File: src/rtl/core/hec_pkg.sv
// ---------------------------------------------------------------------------
// hec_pkg
// Widths, codes, pipeline payload types and code-layout functions.
// ---------------------------------------------------------------------------
package hec_pkg;

  localparam int DATA_W        = 57;
  localparam int CODE_W        = 63;
  localparam int SYN_W         = 6;
  localparam int LEN_W         = 6;
  localparam int PAR_W         = 3;
  localparam int MAX_CODE_BITS = 63;

  localparam logic [LEN_W-1:0] LEN_RESET = 6'd4;

  localparam logic ACT_ENCODE = 1'b0;
  localparam logic ACT_CHECK  = 1'b1;

  // Smallest r with 2^r >= m + r + 1.
  function automatic logic [PAR_W-1:0] parity_count(input logic [LEN_W-1:0] m);
    logic [PAR_W-1:0] r;
    r = 3'd7;
    for (int i = 6; i >= 0; i--) begin
      if ((7'd1 << i) >= ({1'b0, m} + 7'(i) + 7'd1)) begin
        r = PAR_W'(i);
      end
    end
    return r;
  endfunction

  // Largest data length whose code still fits in MAX_CODE_BITS.
  function automatic int max_data();
    int best;
    best = 1;
    for (int m = 1; m < (1 << LEN_W); m++) begin
      if (m + int'(parity_count(LEN_W'(m))) <= MAX_CODE_BITS) begin
        best = m;
      end
    end
    return best;
  endfunction

  localparam int MAX_DATA = max_data();

  function automatic logic [LEN_W-1:0] eff_len(input logic [LEN_W-1:0] len);
    logic [LEN_W-1:0] m;
    m = len;
    if (len == '0) begin
      m = LEN_W'(1);
    end else if (int'(len) > MAX_DATA) begin
      m = LEN_W'(MAX_DATA);
    end
    return m;
  endfunction

  function automatic logic [DATA_W-1:0] data_mask(input logic [LEN_W-1:0] m);
    logic [DATA_W-1:0] mask;
    for (int i = 0; i < DATA_W; i++) begin
      mask[i] = (i < int'(m));
    end
    return mask;
  endfunction

  function automatic logic [CODE_W-1:0] code_mask(input logic [LEN_W-1:0] m);
    logic [CODE_W-1:0] mask;
    int                n;
    n = int'(m) + int'(parity_count(m));
    for (int i = 0; i < CODE_W; i++) begin
      mask[i] = (i < n);
    end
    return mask;
  endfunction

  // Place data bits, LSB first, at the non-power-of-two positions.
  function automatic logic [CODE_W-1:0] scatter(input logic [DATA_W-1:0] data);
    logic [CODE_W-1:0] cw;
    int                k;
    cw = '0;
    k  = 0;
    for (int p = 1; p <= CODE_W; p++) begin
      if ((p & (p - 1)) != 0) begin
        if (k < DATA_W) begin
          cw[p-1] = data[k];
        end
        k++;
      end
    end
    return cw;
  endfunction

  // XOR of the positions of all set bits.
  function automatic logic [SYN_W-1:0] syndrome(input logic [CODE_W-1:0] word);
    logic [SYN_W-1:0] s;
    s = '0;
    for (int p = 1; p <= CODE_W; p++) begin
      if (word[p-1]) begin
        s = s ^ SYN_W'(p);
      end
    end
    return s;
  endfunction

  typedef struct packed {
    logic [DATA_W-1:0] dmask;
    logic [CODE_W-1:0] cmask;
  } cfg_t;

  typedef struct packed {
    logic              action;
    logic [DATA_W-1:0] data;
    logic [CODE_W-1:0] rx;
  } s1_t;

  typedef struct packed {
    logic              action;
    logic [CODE_W-1:0] word;
  } s2_t;

  typedef struct packed {
    logic              action;
    logic [CODE_W-1:0] word;
    logic [SYN_W-1:0]  syn;
  } s3_t;

endpackage

File: src/rtl/core/hec_if.sv
// ---------------------------------------------------------------------------
// hec_if
// Valid/ready channels for requests and results.
// ---------------------------------------------------------------------------
interface hec_in_if;
  import hec_pkg::*;
  logic              valid;
  logic              ready;
  logic              action;
  logic [DATA_W-1:0] data_word;
  logic [CODE_W-1:0] received_word;

  modport source (output valid, action, data_word, received_word, input ready);
  modport sink   (input valid, action, data_word, received_word, output ready);
endinterface

interface hec_out_if;
  import hec_pkg::*;
  logic              valid;
  logic              ready;
  logic [CODE_W-1:0] codeword;
  logic [SYN_W-1:0]  syndrome;
  logic              error_found;

  modport source (output valid, codeword, syndrome, error_found, input ready);
  modport sink   (input valid, codeword, syndrome, error_found, output ready);
endinterface

File: src/rtl/core/hamming_encode_and_check_top.sv
// ---------------------------------------------------------------------------
// hamming_encode_and_check_top
// Hamming single-error encoder and syndrome checker, four-stage pipeline.
// ---------------------------------------------------------------------------
// Each request either encodes a data word (action 0) or checks a received
// codeword (action 1), and yields exactly one result. The code layout follows
// the data_length register (1..57 bits; 0 acts as 1, larger values clamp to
// 57): r parity bits sit at the power-of-two positions, data bits fill the
// rest LSB first, and bit 0 of every word is code position 1. The block takes
// one request per clock unless the output stalls, and passes each accepted
// request through the stages in order: input masking, codeword layout, the six
// syndrome XOR trees, and parity insertion into the output register. Each stage
// advances whenever its successor is free, so bubbles are squeezed out and a
// request is still accepted while a finished result waits at the output.
// Write data_length only while the pipeline is empty.
// ---------------------------------------------------------------------------
module hamming_encode_and_check_top (
  input  logic                      clk,
  input  logic                      rst_n,
  input  logic                      cfg_we,
  input  logic [hec_pkg::LEN_W-1:0] cfg_wdata,
  hec_in_if.sink                    in_if,
  hec_out_if.source                 out_if
);
  import hec_pkg::*;

  cfg_t cfg;

  // Stage handshakes between the pipeline sections.
  logic s2_valid, s2_ready;
  s2_t  s2_data;
  logic s3_valid, s3_ready;
  s3_t  s3_data;

  // Hold the code layout derived from data_length.
  hec_cfg u_cfg (
    .clk       (clk),
    .rst_n     (rst_n),
    .cfg_we    (cfg_we),
    .cfg_wdata (cfg_wdata),
    .cfg_o     (cfg)
  );

  // Mask the request, then scatter data bits or pass the received word.
  hec_prep u_prep (
    .clk      (clk),
    .rst_n    (rst_n),
    .cfg_i    (cfg),
    .valid_i  (in_if.valid),
    .ready_o  (in_if.ready),
    .action_i (in_if.action),
    .data_i   (in_if.data_word),
    .rx_i     (in_if.received_word),
    .valid_o  (s2_valid),
    .ready_i  (s2_ready),
    .data_o   (s2_data)
  );

  // Compute the syndrome of the laid-out word.
  hec_syn u_syn (
    .clk     (clk),
    .rst_n   (rst_n),
    .valid_i (s2_valid),
    .ready_o (s2_ready),
    .data_i  (s2_data),
    .valid_o (s3_valid),
    .ready_i (s3_ready),
    .data_o  (s3_data)
  );

  // Fill parity positions for encodes, report syndrome for checks.
  hec_fin u_fin (
    .clk        (clk),
    .rst_n      (rst_n),
    .valid_i    (s3_valid),
    .ready_o    (s3_ready),
    .data_i     (s3_data),
    .valid_o    (out_if.valid),
    .ready_i    (out_if.ready),
    .codeword_o (out_if.codeword),
    .syndrome_o (out_if.syndrome),
    .error_o    (out_if.error_found)
  );
endmodule

File: src/rtl/core/hec_cfg.sv
// ---------------------------------------------------------------------------
// hec_cfg
// Data-length register, held as the data and code masks it implies.
// ---------------------------------------------------------------------------
module hec_cfg (
  input  logic                        clk,
  input  logic                        rst_n,
  input  logic                        cfg_we,
  input  logic [hec_pkg::LEN_W-1:0]   cfg_wdata,
  output hec_pkg::cfg_t               cfg_o
);
  import hec_pkg::*;

  cfg_t             cfg_r;
  cfg_t             cfg_nxt;
  logic [LEN_W-1:0] m_eff;

  always_comb begin
    m_eff         = eff_len(cfg_wdata);
    cfg_nxt.dmask = data_mask(m_eff);
    cfg_nxt.cmask = code_mask(m_eff);
  end

  always_ff @(posedge clk) begin
    if (!rst_n) begin
      cfg_r.dmask <= data_mask(LEN_RESET);
      cfg_r.cmask <= code_mask(LEN_RESET);
    end else if (cfg_we) begin
      cfg_r <= cfg_nxt;
    end
  end

  assign cfg_o = cfg_r;
endmodule

File: src/rtl/core/hec_prep.sv
// ---------------------------------------------------------------------------
// hec_prep
// Stages 1-2: mask the request to the code length, then lay out the word.
// ---------------------------------------------------------------------------
module hec_prep (
  input  logic                clk,
  input  logic                rst_n,
  input  hec_pkg::cfg_t       cfg_i,
  input  logic                valid_i,
  output logic                ready_o,
  input  logic                action_i,
  input  logic [hec_pkg::DATA_W-1:0] data_i,
  input  logic [hec_pkg::CODE_W-1:0] rx_i,
  output logic                valid_o,
  input  logic                ready_i,
  output hec_pkg::s2_t        data_o
);
  import hec_pkg::*;

  logic v1_r, v2_r;
  s1_t  s1_r, s1_nxt;
  s2_t  s2_r, s2_nxt;
  logic adv1, adv2;

  assign adv2    = !v2_r || ready_i;
  assign adv1    = !v1_r || adv2;
  assign ready_o = adv1;

  always_comb begin
    s1_nxt.action = action_i;
    s1_nxt.data   = data_i & cfg_i.dmask;
    s1_nxt.rx     = rx_i & cfg_i.cmask;
    s2_nxt.action = s1_r.action;
    s2_nxt.word   = (s1_r.action == ACT_CHECK) ? s1_r.rx : scatter(s1_r.data);
  end

  always_ff @(posedge clk) begin
    if (!rst_n) begin
      v1_r <= 1'b0;
      v2_r <= 1'b0;
    end else begin
      if (adv1) v1_r <= valid_i;
      if (adv2) v2_r <= v1_r;
    end
  end

  always_ff @(posedge clk) begin
    if (adv1 && valid_i) s1_r <= s1_nxt;
    if (adv2 && v1_r)    s2_r <= s2_nxt;
  end

  assign valid_o = v2_r;
  assign data_o  = s2_r;
endmodule

File: src/rtl/core/hec_syn.sv
// ---------------------------------------------------------------------------
// hec_syn
// Stage 3: syndrome XOR trees over the laid-out word.
// ---------------------------------------------------------------------------
module hec_syn (
  input  logic          clk,
  input  logic          rst_n,
  input  logic          valid_i,
  output logic          ready_o,
  input  hec_pkg::s2_t  data_i,
  output logic          valid_o,
  input  logic          ready_i,
  output hec_pkg::s3_t  data_o
);
  import hec_pkg::*;

  logic v_r;
  s3_t  s_r, s_nxt;
  logic adv;

  assign adv     = !v_r || ready_i;
  assign ready_o = adv;

  always_comb begin
    s_nxt.action = data_i.action;
    s_nxt.word   = data_i.word;
    s_nxt.syn    = syndrome(data_i.word);
  end

  always_ff @(posedge clk) begin
    if (!rst_n) begin
      v_r <= 1'b0;
    end else if (adv) begin
      v_r <= valid_i;
    end
  end

  always_ff @(posedge clk) begin
    if (adv && valid_i) s_r <= s_nxt;
  end

  assign valid_o = v_r;
  assign data_o  = s_r;
endmodule

File: src/rtl/core/hec_fin.sv
// ---------------------------------------------------------------------------
// hec_fin
// Stage 4: insert parity bits or report the check, into the output register.
// ---------------------------------------------------------------------------
module hec_fin (
  input  logic                       clk,
  input  logic                       rst_n,
  input  logic                       valid_i,
  output logic                       ready_o,
  input  hec_pkg::s3_t               data_i,
  output logic                       valid_o,
  input  logic                       ready_i,
  output logic [hec_pkg::CODE_W-1:0] codeword_o,
  output logic [hec_pkg::SYN_W-1:0]  syndrome_o,
  output logic                       error_o
);
  import hec_pkg::*;

  logic              v_r;
  logic [CODE_W-1:0] cw_r, cw_nxt;
  logic [SYN_W-1:0]  syn_r, syn_nxt;
  logic              err_r, err_nxt;
  logic              adv;

  assign adv     = !v_r || ready_i;
  assign ready_o = adv;

  always_comb begin
    cw_nxt  = '0;
    syn_nxt = '0;
    err_nxt = 1'b0;
    if (data_i.action == ACT_ENCODE) begin
      cw_nxt = data_i.word;
      // Parity position 2^i takes syndrome bit i.
      for (int i = 0; i < SYN_W; i++) begin
        cw_nxt[(1 << i) - 1] = data_i.syn[i];
      end
    end else begin
      syn_nxt = data_i.syn;
      err_nxt = |data_i.syn;
    end
  end

  always_ff @(posedge clk) begin
    if (!rst_n) begin
      v_r <= 1'b0;
    end else if (adv) begin
      v_r <= valid_i;
    end
  end

  always_ff @(posedge clk) begin
    if (adv && valid_i) begin
      cw_r  <= cw_nxt;
      syn_r <= syn_nxt;
      err_r <= err_nxt;
    end
  end

  assign valid_o    = v_r;
  assign codeword_o = cw_r;
  assign syndrome_o = syn_r;
  assign error_o    = err_r;
endmodule

File: src/flat_wrapper.sv
// flat-port wrapper written by rule: the top's interface ports become plain ports
module hamming_encode_and_check_top_flat import hec_pkg::*;
  (clk, rst_n, cfg_we, cfg_wdata, in_if_valid, in_if_action, in_if_data_word, in_if_received_word, in_if_ready, out_if_valid, out_if_codeword, out_if_syndrome, out_if_error_found, out_if_ready);
  hec_in_if in_if_i ();
  hec_out_if out_if_i ();
  input  logic clk;
  input  logic rst_n;
  input  logic cfg_we;
  input  logic [hec_pkg::LEN_W-1:0] cfg_wdata;
  input wire logic [$bits(in_if_i.valid)-1:0] in_if_valid;
  input wire logic [$bits(in_if_i.action)-1:0] in_if_action;
  input wire logic [$bits(in_if_i.data_word)-1:0] in_if_data_word;
  input wire logic [$bits(in_if_i.received_word)-1:0] in_if_received_word;
  output wire logic [$bits(in_if_i.ready)-1:0] in_if_ready;
  output wire logic [$bits(out_if_i.valid)-1:0] out_if_valid;
  output wire logic [$bits(out_if_i.codeword)-1:0] out_if_codeword;
  output wire logic [$bits(out_if_i.syndrome)-1:0] out_if_syndrome;
  output wire logic [$bits(out_if_i.error_found)-1:0] out_if_error_found;
  input wire logic [$bits(out_if_i.ready)-1:0] out_if_ready;
  assign in_if_i.valid = in_if_valid;
  assign in_if_i.action = in_if_action;
  assign in_if_i.data_word = in_if_data_word;
  assign in_if_i.received_word = in_if_received_word;
  assign in_if_ready = in_if_i.ready;
  assign out_if_valid = out_if_i.valid;
  assign out_if_codeword = out_if_i.codeword;
  assign out_if_syndrome = out_if_i.syndrome;
  assign out_if_error_found = out_if_i.error_found;
  assign out_if_i.ready = out_if_ready;
  hamming_encode_and_check_top u_core (.clk(clk), .rst_n(rst_n), .cfg_we(cfg_we), .cfg_wdata(cfg_wdata), .in_if(in_if_i), .out_if(out_if_i));
endmodule
File: config.mk
export PLATFORM = sky130hd
export DESIGN_NAME = hamming_encode_and_check_top_flat
export DESIGN_NICKNAME = d
export VERILOG_FILES = /design/src/rtl/core/hec_pkg.sv /design/src/rtl/core/hec_if.sv /design/src/rtl/core/hamming_encode_and_check_top.sv /design/src/rtl/core/hec_cfg.sv /design/src/rtl/core/hec_prep.sv /design/src/rtl/core/hec_syn.sv /design/src/rtl/core/hec_fin.sv /design/src/flat_wrapper.sv
export SDC_FILE = /design/constraint.sdc
export NUM_CORES = 1
export LEC_CHECK = 0
export ABC_AREA = 0
export BUFFER_PORTS_ARGS = -buffer_cell sky130_fd_sc_hd__buf_2
export CAP_MARGIN = 10
export CORE_MARGIN = 1
export CORE_UTILIZATION = 38
export CTS_CLUSTER_SIZE = 8
export DETAILED_ROUTE_END_ITERATION = 8
export HOLD_SLACK_MARGIN = 0.02
export PLACE_DENSITY_LB_ADDON = 0.08
export SKIP_CTS_REPAIR_TIMING = 1
export SLEW_MARGIN = 10
export SYNTH_ARGS = -nofsm -noshare
export SYNTH_HDL_FRONTEND = slang
export SYNTH_SLANG_ARGS = --single-unit
File: constraint.sdc
create_clock -name clk -period 9.75 [get_ports clk]
set_input_delay 0.975 -clock clk [delete_from_list [all_inputs] [get_ports clk]]
set_output_delay 0.975 -clock clk [all_outputs]
set_load 0.05 [all_outputs]
After elaboration in Yosys (flattened, before gate mapping)
Index checks and enable logic that the tools add are counted.
{ "classes": {"n_addsub": 13, "multipliers": 0, "div_mod_pow": 0, "order_cmp": 128, "n_eq_ne": 0, "n_shift": 0, "n_mux": 73, "n_bitwise": 64, "reduce_logical": 14} }
{ "op_table": {"columns": ["operator", "n"], "rows": [
  ["$lt 6x7->1 const A", 31],
  ["$mux 6", 34],
  ["$lt 6x6->1 const A", 25],
  ["$lt 5x7->1 const A", 16],
  ["$lt 5x6->1 const A", 16],
  ["$mux 5", 16],
  ["$and 63x63->63", 1],
  ["$mux 63", 1],
  ["$not 3->3", 20],
  ["$not 4->4", 15],
  ["$and 57x57->57", 1],
  ["$lt 4x7->1 const A", 8],
  ["$lt 4x6->1 const A", 8],
  ["$add 7x1->7 const B", 6],
  ["$mux 4", 8],
  ["$mux 3", 10],
  ["$not 2->2", 15],
  ["$not 5->5", 6],
  ["$lt 3x7->1 const A", 4],
  ["$lt 3x6->1 const A", 4],
  ["$add 6x3->7 const B", 3],
  ["$add 6x2->7 const B", 2],
  ["$lt 1x7->1 const A", 2],
  ["$lt 2x7->1 const A", 2],
  ["21 further kinds", 38]
]} }
{ "totals": {"ff_bits": 449, "latchBits": 0, "ramBits": 0, "mem_bits_ro": 0, "in_bits": 132, "out_inout_bits": 72, "elab_cells": 310, "n_memories": 0} }

Longest topological paths before layout
Gate-level depths: netlist (run 1).
{ "logic_depth": {"depth_word": 120, "mapped_depth": 23} }

Hierarchy
A second synthesis (run 1) with hierarchy kept.
{ "hier_totals": {"hier_cells": 1411, "area_unflattened_um2": 19080.8} }
{ "modules_own_cells": {"columns": ["mod", "instances", "cells_each", "area_per_inst_um2"], "rows": [
  ["hec_prep", 1, 384, 7394.6],
  ["hec_cfg", 1, 711, 5735.5],
  ["hec_syn", 1, 163, 3323.2],
  ["hec_fin", 1, 153, 2627.5]
]} }

Worst setup path after synthesis (run 1)
No wires, ideal clock.
{ "synth_path": {"path_type": "input-to-reg", "from": "input out_if_ready", "to": "register u_core.u_prep.s1_r[0] in the netlist's numbering, enable pin", "setup_ns": 0.673, "arrival_ns": 7.321, "t_required_ns": 9.077, "setup_slack_ns": 1.755, "path_stages": 3, "path_buffers": 0, "path_cell_list": "nor2b_1 and2_0 a31oi_1"} }
{ "synth_via": {"elab_chain_cells": 5} }
{ "synth_rtl": {"columns": ["element", "line_no", "text"], "rows": [
  ["from (decl)", "flat_wrapper.sv:19", "input wire logic [$bits(out_if_i.ready)-1:0] out_if_ready;"],
  ["$logic_or 1x1->1", "hec_fin.sv:25", "assign adv = !v_r || ready_i;"],
  ["$logic_or 1x1->1", "hec_syn.sv:21", "assign adv = !v_r || ready_i;"],
  ["$logic_or 1x1->1", "hec_prep.sv:25", "assign adv2 = !v2_r || ready_i;"],
  ["$logic_or 1x1->1", "hec_prep.sv:26", "assign adv1 = !v1_r || adv2;"],
  ["$logic_and 1x1->1", "hec_prep.sv:48", "if (adv1 && valid_i) s1_r <= s1_nxt;"],
  ["to (signal assigned)", "hec_prep.sv:48", null],
  ["to (decl)", "hec_prep.sv:21", "s1_t s1_r, s1_nxt;"]
]} }
Every way passes these cells.
A chain may end at the register's enable or synchronous reset.

Final worst setup path (run 1)
{ "layout_path": {"from": "input cfg_wdata[5] in the netlist's numbering", "to": "register u_core.u_cfg.cfg_r (netlist bit u_core.u_cfg.cfg_o[10])"} }
{ "layout_via": {"elab_chain_cells": 15, "word_cells_on_any_way": 32, "cone_classes": "13 x add/sub; 9 x order compare; 9 x mux; 1 x reduce/logical"} }
{ "layout_rtl": {"columns": ["element", "line_no", "text"], "rows": [
  ["from (decl)", "flat_wrapper.sv:9", "input logic [hec_pkg::LEN_W-1:0] cfg_wdata;"],
  ["$gt 6x6->1", "hec_pkg.sv:50", "end else if (int'(len) > MAX_DATA) begin"],
  ["$mux 6", "hec_pkg.sv:50", null],
  ["$mux 6 (*)", "hec_pkg.sv:48", "if (len == '0) begin"],
  ["$add 6x3->7", "hec_pkg.sv:24", "if ((7'd1 << i) >= ({1'b0, m} + 7'(i) + 7'd1)) begin"],
  ["$add 7x1->7", "hec_pkg.sv:24", null],
  ["$ge 7x7->1", "hec_pkg.sv:24", null],
  ["$mux 1", "hec_pkg.sv:24", null],
  ["$mux 3 (6 in a row)", "hec_pkg.sv:24", null],
  ["$add 6x3->7 (*)", "hec_pkg.sv:67", "n = int'(m) + int'(parity_count(m));"],
  ["$lt 4x7->1 (*)", "hec_pkg.sv:69", "mask[i] = (i < n);"],
  ["to (signal assigned)", "hec_cfg.sv:29", "cfg_r <= cfg_nxt;"],
  ["to (decl)", "hec_cfg.sv:14", "cfg_t cfg_r;"]
]} }
Every way passes the cells marked *; elsewhere a longest branch is shown, timed or not.

==> flow_metrics.tcl, run 1 <==
set metrics [dict create \
    pin_count 204 \
    timing.rr.end "u_core.u_prep.s1_r[9]" \
    cp.arrival_ns 7.31 \
    cts_buffers 61 \
    timing.final.hold_violations 0 \
    first_iter_violations 661 \
    totalPowerFinal_mw 4.82 \
    worst_pin_slew_ns 1.16 \
    fin_crit_ns 6.87 \
    vias_per_cell 5.00 \
    synth_top_area_share_pct 51.5 \
    syn_to_final_growth_pct 18.4 \
    worst-path-buf-inv 4 \
    cts_tree "done" \
    powerDensity_nw_per_um2 219 \
    fp-row-count 80 \
    cp_top_family "simple AND/OR/NAND/NOR gates" \
    finalSetupTns_ns 0 \
    clockRootBuffer "clkbuf_16" \
    placed_area_sq_um 20200 \
    r2r_cells 5 \
    ir_drop_uv 117 \
    switching_share_pct 25.3 \
    final_max_slew_viol_count 0 \
    clk_latency_ns 0.60 \
    num-fill-cells 4470 \
    p_leak_nw 8.06 \
    gp_congestion 0.852 \
    crit_end "u_core.u_cfg.cfg_o[10]" \
    htreeDepth 2 \
    synth_area_sq_um 18600 \
    grt_overflow_total 0 \
    synth-seq-cells 443 \
    async_flop_share_pct 0 \
    stdcell_area_sq_um 22000 \
    cp.required_ns 10.19 \
    intPower_mw 3.60 \
    drv_cap 0 \
    final_common_cell "edfxtp_1" \
    vias 11631 \
    antenna_found_initial 6 \
    synth_top_area_cell "edfxtp_1" \
    layout-drive-gt1-share_pct 21.6 \
    finalSetupViolCount 0 \
    syn_inst 1456 \
    critical_path.startpoint "cfg_wdata[5]" \
    fp.dieW_um 223 \
    critical_path.startpoint_type "input pin" \
    relSlewSlack_pct 22.5 \
    seq_power_share_pct 46.0 \
    initial_utilization_pct 38.7 \
    combPwrFrac_pct 13.4 \
    clk_pin_slew_ns 0.05 \
    ys_types 82 \
    portBuffers 203 \
    die-area_sq_um 49800 \
    status "completed" \
    path_cells "buf_2 > buf_4 > nand3_2 > and2_1 > clkinv_1 > ha_1 > nor2b_1 > nor2_1 > a21oi_1 > a211oi_2 > o21bai_1 > o31ai_1 > ha_1 > inv_1 > fa_1 > xor2_1 > o21ai_0 > nand2_1 > nor2_1 > a21oi_1 > a21oi_1" \
    worstSetupPathType "input pin to flip-flop" \
    nNetsFinal 1814 \
    cp_max_fo 37 \
    max_stage_delay_ns 0.70 \
    synth-edff-count 319 \
    firstDrtPassIters 5 \
    synthTopCellsByArea "edfxtp_1 52%, dfxtp_1 13%, xnor2_1 5.0%, and2_1 4.6%, mux2_2 3.6%" \
    clock_power_share_pct 40.6 \
    path_common_cell "a21oi_1" \
    drc 0 \
    crit_path_end_kind "flip-flop" \
    finalWirelength_um 52700 \
    num_antenna_cells 0 \
    die_y_um 223 \
    switchingPower_mw 1.22 \
    dpl.hpwl_um 38400 \
    fin_crit_sh_pct 70.5 \
    slowest_stage "xor2_1" \
    synth_nets 1609 \
    crit_cells 21 \
    rrSetupSlack_ns 6.77 \
    yosys_warnings 0 \
    coreArea_sq_um 48000 \
    cts_buffer_depth 3 \
    final_cell_mix "319 x edfxtp_1, 203 x buf_2, 136 x and2_1, 124 x dfxtp_1, 112 x a21oi_1" \
    wire_per_inst_um 22.7 \
    first_global_vias 11658 \
    ys.flop_type "edfxtp_1" \
    reg2reg_from "u_core.u_fin.valid_o" \
    timing.fmax_mhz 145 \
    clock_skew_ns 0.00715 \
    cts.sinks 443 \
    postRouteAntennaNets 0 \
    avgSynthCellArea_sq_um 12.8 \
    yosysSeqAreaShare_pct 64.9 \
    hold_path.class "flip-flop to flip-flop" \
    grt_pass1_wl_um 76600 \
    grt_use_total_pct 21.2 \
    rsz0062_at_grt "false" \
    grt_max_degree 91 \
]
## through the flow
| step | worst slack, ns | cells | util [%] | hold slack [ns] |
|---|---|---|---|---|
| floorplan | 1.76 | 1456 | - | 0.400 |
| global placement | 2.44 | 2213 | 42.1 | 0.404 |
| detailed placement | 2.31 | 2213 | 42.1 | 0.407 |
| CTS | 2.95 | 2326 | 45.8 | 0.419 |
| global route | 2.48 | 2326 | 45.8 | 0.435 |
| finish | 2.88 | 2326 | 45.8 | 0.417 |
## layer usage
metal	track usage (%)	wire, um	vias up
met2	36.1	26000	284
met3	3.12	2020	83
met4	6.90	1510	0
met5	0	0	-
li1	-	-	5629
met1	27.7	23200	5635
## cell usage after synthesis, types with 5 or more instances
master and count:
mux2_2 60, nor2b_1 72, nor3_1 6, xor2_1 15, or3_1 5, o22ai_1 8
a21oi_1 112, dfxtp_1 124, a31oi_1 23, nand3_1 14, clkbuf_1 61, o211ai_1 11
xnor2_1 106, nand2_1 88, and2_1 136, nor2_1 86, inv_1 13, buf_1 6
edfxtp_1 319, a21o_1 12, o21a_1 5, buf_2 9, a31o_1 8, o21ai_0 44
o2bb2ai_1 5, ha_1 20
## worst min path at each step
stage	from	endpoint	slack (ns)	cells after the start
after floorplan	u_core.u_prep.data_o[63]	u_core.u_syn.data_o[69]	0.40	0
after global placement	u_core.u_prep.data_o[63]	u_core.u_syn.data_o[69]	0.40	0
after detailed placement	u_core.u_prep.data_o[63]	u_core.u_syn.data_o[69]	0.41	0
after CTS	u_core.u_prep.data_o[63]	u_core.u_syn.data_o[69]	0.42	0
after global routing	u_core.u_prep.data_o[63]	u_core.u_syn.data_o[69]	0.43	0
final	u_core.u_prep.data_o[63]	u_core.u_syn.data_o[69]	0.42	0
## cell type report
| type | count | area, sq um | share of cell area [%] |
|---|---|---|---|
| sequential | 443 | 12100 | 54.8 |
| multi-input combinational | 919 | 6210 | 28.2 |
| clock buffer | 111 | 1760 | 7.98 |
| timing repair buffer | 218 | 1130 | 5.13 |
| tap | 615 | 769 | 3.50 |
| inverter | 18 | 72.6 | 0.330 |
| clock inverter | 2 | 13.8 | 0.0625 |
## state kept, by name (all words and copies together) (netlist names)
name	count
u_core.u_prep.s1_r	121
u_core.u_cfg.cfg_o	120
u_core.u_prep.data_o	64
u_core.u_syn.data_o	64
u_core.u_fin.codeword_o	63
u_core.u_fin.syndrome_o	6
u_core.u_fin.error_o	1
u_core.u_fin.valid_o	1
u_core.u_prep.v1_r	1
u_core.u_prep.valid_o	1
u_core.u_syn.valid_o	1
## worst register-to-register path: stages (launching register included)
cell and delay, ns:
dfxtp_1 0.30, nor2b_1 0.16, and2_0 0.36, a31oi_4 0.26
buf_4 0.60, buf_4 0.82
## power by group through the flow
stage                     combinational, mW  clock (mW)  sequential [mW]
after floorplan                       0.443           0             2.24
after global placement                0.651           0             2.25
after detailed placement              0.650           0             2.25
after CTS                             0.654        2.01             2.22
after global routing                  0.701        2.09             2.22
final                                 0.648        1.96             2.22
## cells by family (layout without fill, tap and decap cells)
group,count (synthesis),after routing,share of synthesized area [%]
AND/OR/NAND/NOR,430,430,12.2
XOR/XNOR,123,123,5.94
multiplexers,62,62,3.74
AO/OA/AOI/OAI,283,283,9.86
flip-flops,443,443,64.9
adder cells (fa/ha/maj),21,21,1.45
buffers and inverters,94,349,1.98
Note: power is estimated with default switching activity, not from simulation.
==> run 2, diff against run 1 <==
ABC_AREA = 1   (was 0)
clock period = 6.6 ns   (was 9.75 ns; I/O delays follow)
==> run 2 against run 1 <==
Net effect: setup slack worse by 1.6 ns; largest cell class unchanged; total power grew 49%; sequential cell count stayed put; clock skew increased by 0.010 ns; area after synthesis increased by 3.8%; clock power increased by 48%; utilization is 0.34 points lower; critical path depth rose by 5; highest routed layer unchanged; non-clock buffer count down 4; synthesized cell count up 23%; die area grew 3.7%; critical endpoint is now u_core.u_cfg.cfg_o[48].
==> flow_metrics.tcl, run 2 <==
set metrics [dict create \
    status "completed" \
    cts_buffers 61 \
    yosys_warnings 0 \
    cts.sinks 443 \
    timing.fmax_mhz 187 \
    finalWirelength_um 52400 \
    min_from "in_if_action" \
    fin_crit_ns 5.33 \
    postRouteAntennaNets 0 \
    synthAdderAreaFrac_pct 1.40 \
    powerDensity_nw_per_um2 315 \
    regArea_sq_um 12100 \
    die-area_sq_um 51700 \
    rrSetupSlack_ns 3.87 \
    cts_tree "done" \
    firstDrtPassIters 4 \
    dpl.hpwl_um 39100 \
    vias_per_cell 4.54 \
    fin_crit_sh_pct 80.8 \
    grt_use_total_pct 20.5 \
    drv_cap 0 \
    crit_path_end_kind "flip-flop" \
    async_flop_share_pct 0 \
    synth_top_family_by_area "simple AND/OR/NAND/NOR gates" \
    synth_top_area_share_pct 49.6 \
    fp.dieW_um 227 \
    critical_path.startpoint "cfg_wdata[5]" \
    cp.required_ns 7.03 \
    vias 12415 \
    num-fill-cells 4822 \
    ys_types 54 \
    syn_to_final_growth_pct 18.2 \
    p_leak_nw 9.97 \
    ir_drop_uv 158 \
    cp_max_fo 13 \
    fp-row-count 82 \
    synth_nets 1942 \
    portBuffers 203 \
    pin_count 204 \
    initial_utilization_pct 38.5 \
    drc 0 \
    reg2reg_from "u_core.u_fin.valid_o" \
    synth_mux_area_share_pct 3.33 \
    clockRootBuffer "clkbuf_16" \
    cts_buffer_depth 3 \
    ys_top_cells_by_count "351 x nand2_1, 319 x edfxtp_1, 275 x inv_1" \
    final_max_slew_viol_count 0 \
    timing.final.hold_violations 0 \
    synth_simple_gate_area_share_pct 11.7 \
    clk_pin_slew_ns 0.05 \
    avgSynthCellArea_sq_um 10.8 \
    synth_area_sq_um 19300 \
    cp.arrival_ns 5.76 \
    clk_latency_ns 0.60 \
    multiInputGateArea_sq_um 5910 \
    die_y_um 227 \
    synthTopCellsByArea "edfxtp_1 50%, dfxtp_1 13%, nand2_1 6.8%, inv_1 5.3%, xnor2_1 4.5%" \
    htreeDepth 2 \
    synth-seq-cells 443 \
    synth_top_area_cell "edfxtp_1" \
    hold_path.class "input pin to flip-flop" \
    critical_path.startpoint_type "input pin" \
    wire_per_inst_um 19.2 \
    rsz0062_at_grt "false" \
    yosysSeqAreaShare_pct 62.5 \
    syn_inst 1789 \
    first_iter_violations 667 \
    ys.flop_type "edfxtp_1" \
    worst_pin_slew_ns 0.927 \
    gp_congestion 0.899 \
    final_common_cell "nand2_1" \
    first_global_vias 12195 \
    finalSetupViolCount 0 \
    grt_overflow_total 0 \
    synth_most_common_cell "nand2_1" \
    relSlewSlack_pct 38.1 \
    synth_compound_area_share_pct 6.59 \
    worstSetupPathType "input pin to flip-flop" \
    grt_pass1_wl_um 76500 \
    regMostFlops "u_core.u_prep.s1_r" \
    num_antenna_cells 0 \
    clock_skew_ns 0.0175 \
    synth-edff-count 319 \
    layout-drive-gt1-share_pct 19.5 \
    coreArea_sq_um 50200 \
    largest_reg_flops 121 \
    antenna_found_initial 0 \
    final_cell_mix "351 x nand2_1, 319 x edfxtp_1, 271 x inv_1, 203 x buf_2, 127 x nor2_1" \
    synth-xor-area-share_pct 7.56 \
    placed_area_sq_um 21000 \
    stdcell_area_sq_um 22800 \
    nNetsFinal 2165 \
    grt_max_degree 79 \
    finalSetupTns_ns 0 \
]
run 2: logic make-up (layout without fill, tap and decap cells):
logic type	Yosys count	count (layout)
compound gates	217	217
xor+xnor	164	164
fa+ha+maj	21	21
buf+inv	346	619
flops	443	443
mux	57	57
simple gates	541	541
run 2: path summary, 6_finish.rpt:
| kind | to | cells past startpoint |
|---|---|---|
| min | u_core.u_prep.s1_r[120] | 1 |
| min reg2reg | u_core.u_syn.data_o[69] | 0 |
| max | u_core.u_cfg.cfg_o[48] | 26 |
| max reg2reg | u_core.u_prep.s1_r[98] | 10 |
run 2: area by class of cell:
class | instances | area share, %
timing repair buffer | 214 | 4.82
clock buffer | 112 | 7.80
sequential | 443 | 52.9
clock inverter | 1 | 0.0384
multi-input combinational | 1000 | 25.9
tap | 672 | 3.69
inverter | 292 | 4.86
run 2: critical path: stages:
cell      delay [ns]
buf_2           0.21
nor2_2          0.34
nand3_1         0.19
nand3_4         0.22
ha_1            0.31
inv_1           0.22
o21ai_0         0.39
xor2_1          0.18
inv_1           0.07
nand2_1         0.06
nor2_1          0.04
nand3b_1        0.10
nand3_1         0.09
nand2_1         0.07
nand2_1         0.05
a21oi_1         0.13
ha_1            0.19
inv_1           0.06
fa_1            0.37
or2_4           0.29
nand2_1         0.18
nand2_1         0.25
nor2_1          0.34
inv_1           0.24
o21ai_0         0.41
a21oi_1         0.13
run 2: per-layer routing:
metal	track usage, %	part of all wire (%)	wire length [um]	up-vias
met5	0	0	0	-
met2	35.0	49	25900	246
met3	2.94	3.3	1730	73
li1	-	-	-	6234
met4	5.54	2.1	1080	0
met1	27.3	45	23800	5862
run 2: power by group:
group          internal, mW  switching [mW]
Clock                  1.78            1.13
Combinational         0.346           0.638
Sequential             3.19           0.115
Total                  5.32            1.88
run 2: metrics by stage:
step                power, mW  util [%]  hold WS (ns)  std cells  setup slack, ns
finish                   7.20      45.5         0.253       2734             1.27
global route             7.51      45.5         0.223       2734            0.827
CTS                      7.29      45.5         0.222       2734             1.21
detailed placement       4.35      41.9         0.408       2621            0.593
global placement         4.35      41.9         0.401       2621            0.641
floorplan                4.01         -         0.400       1789             2.00
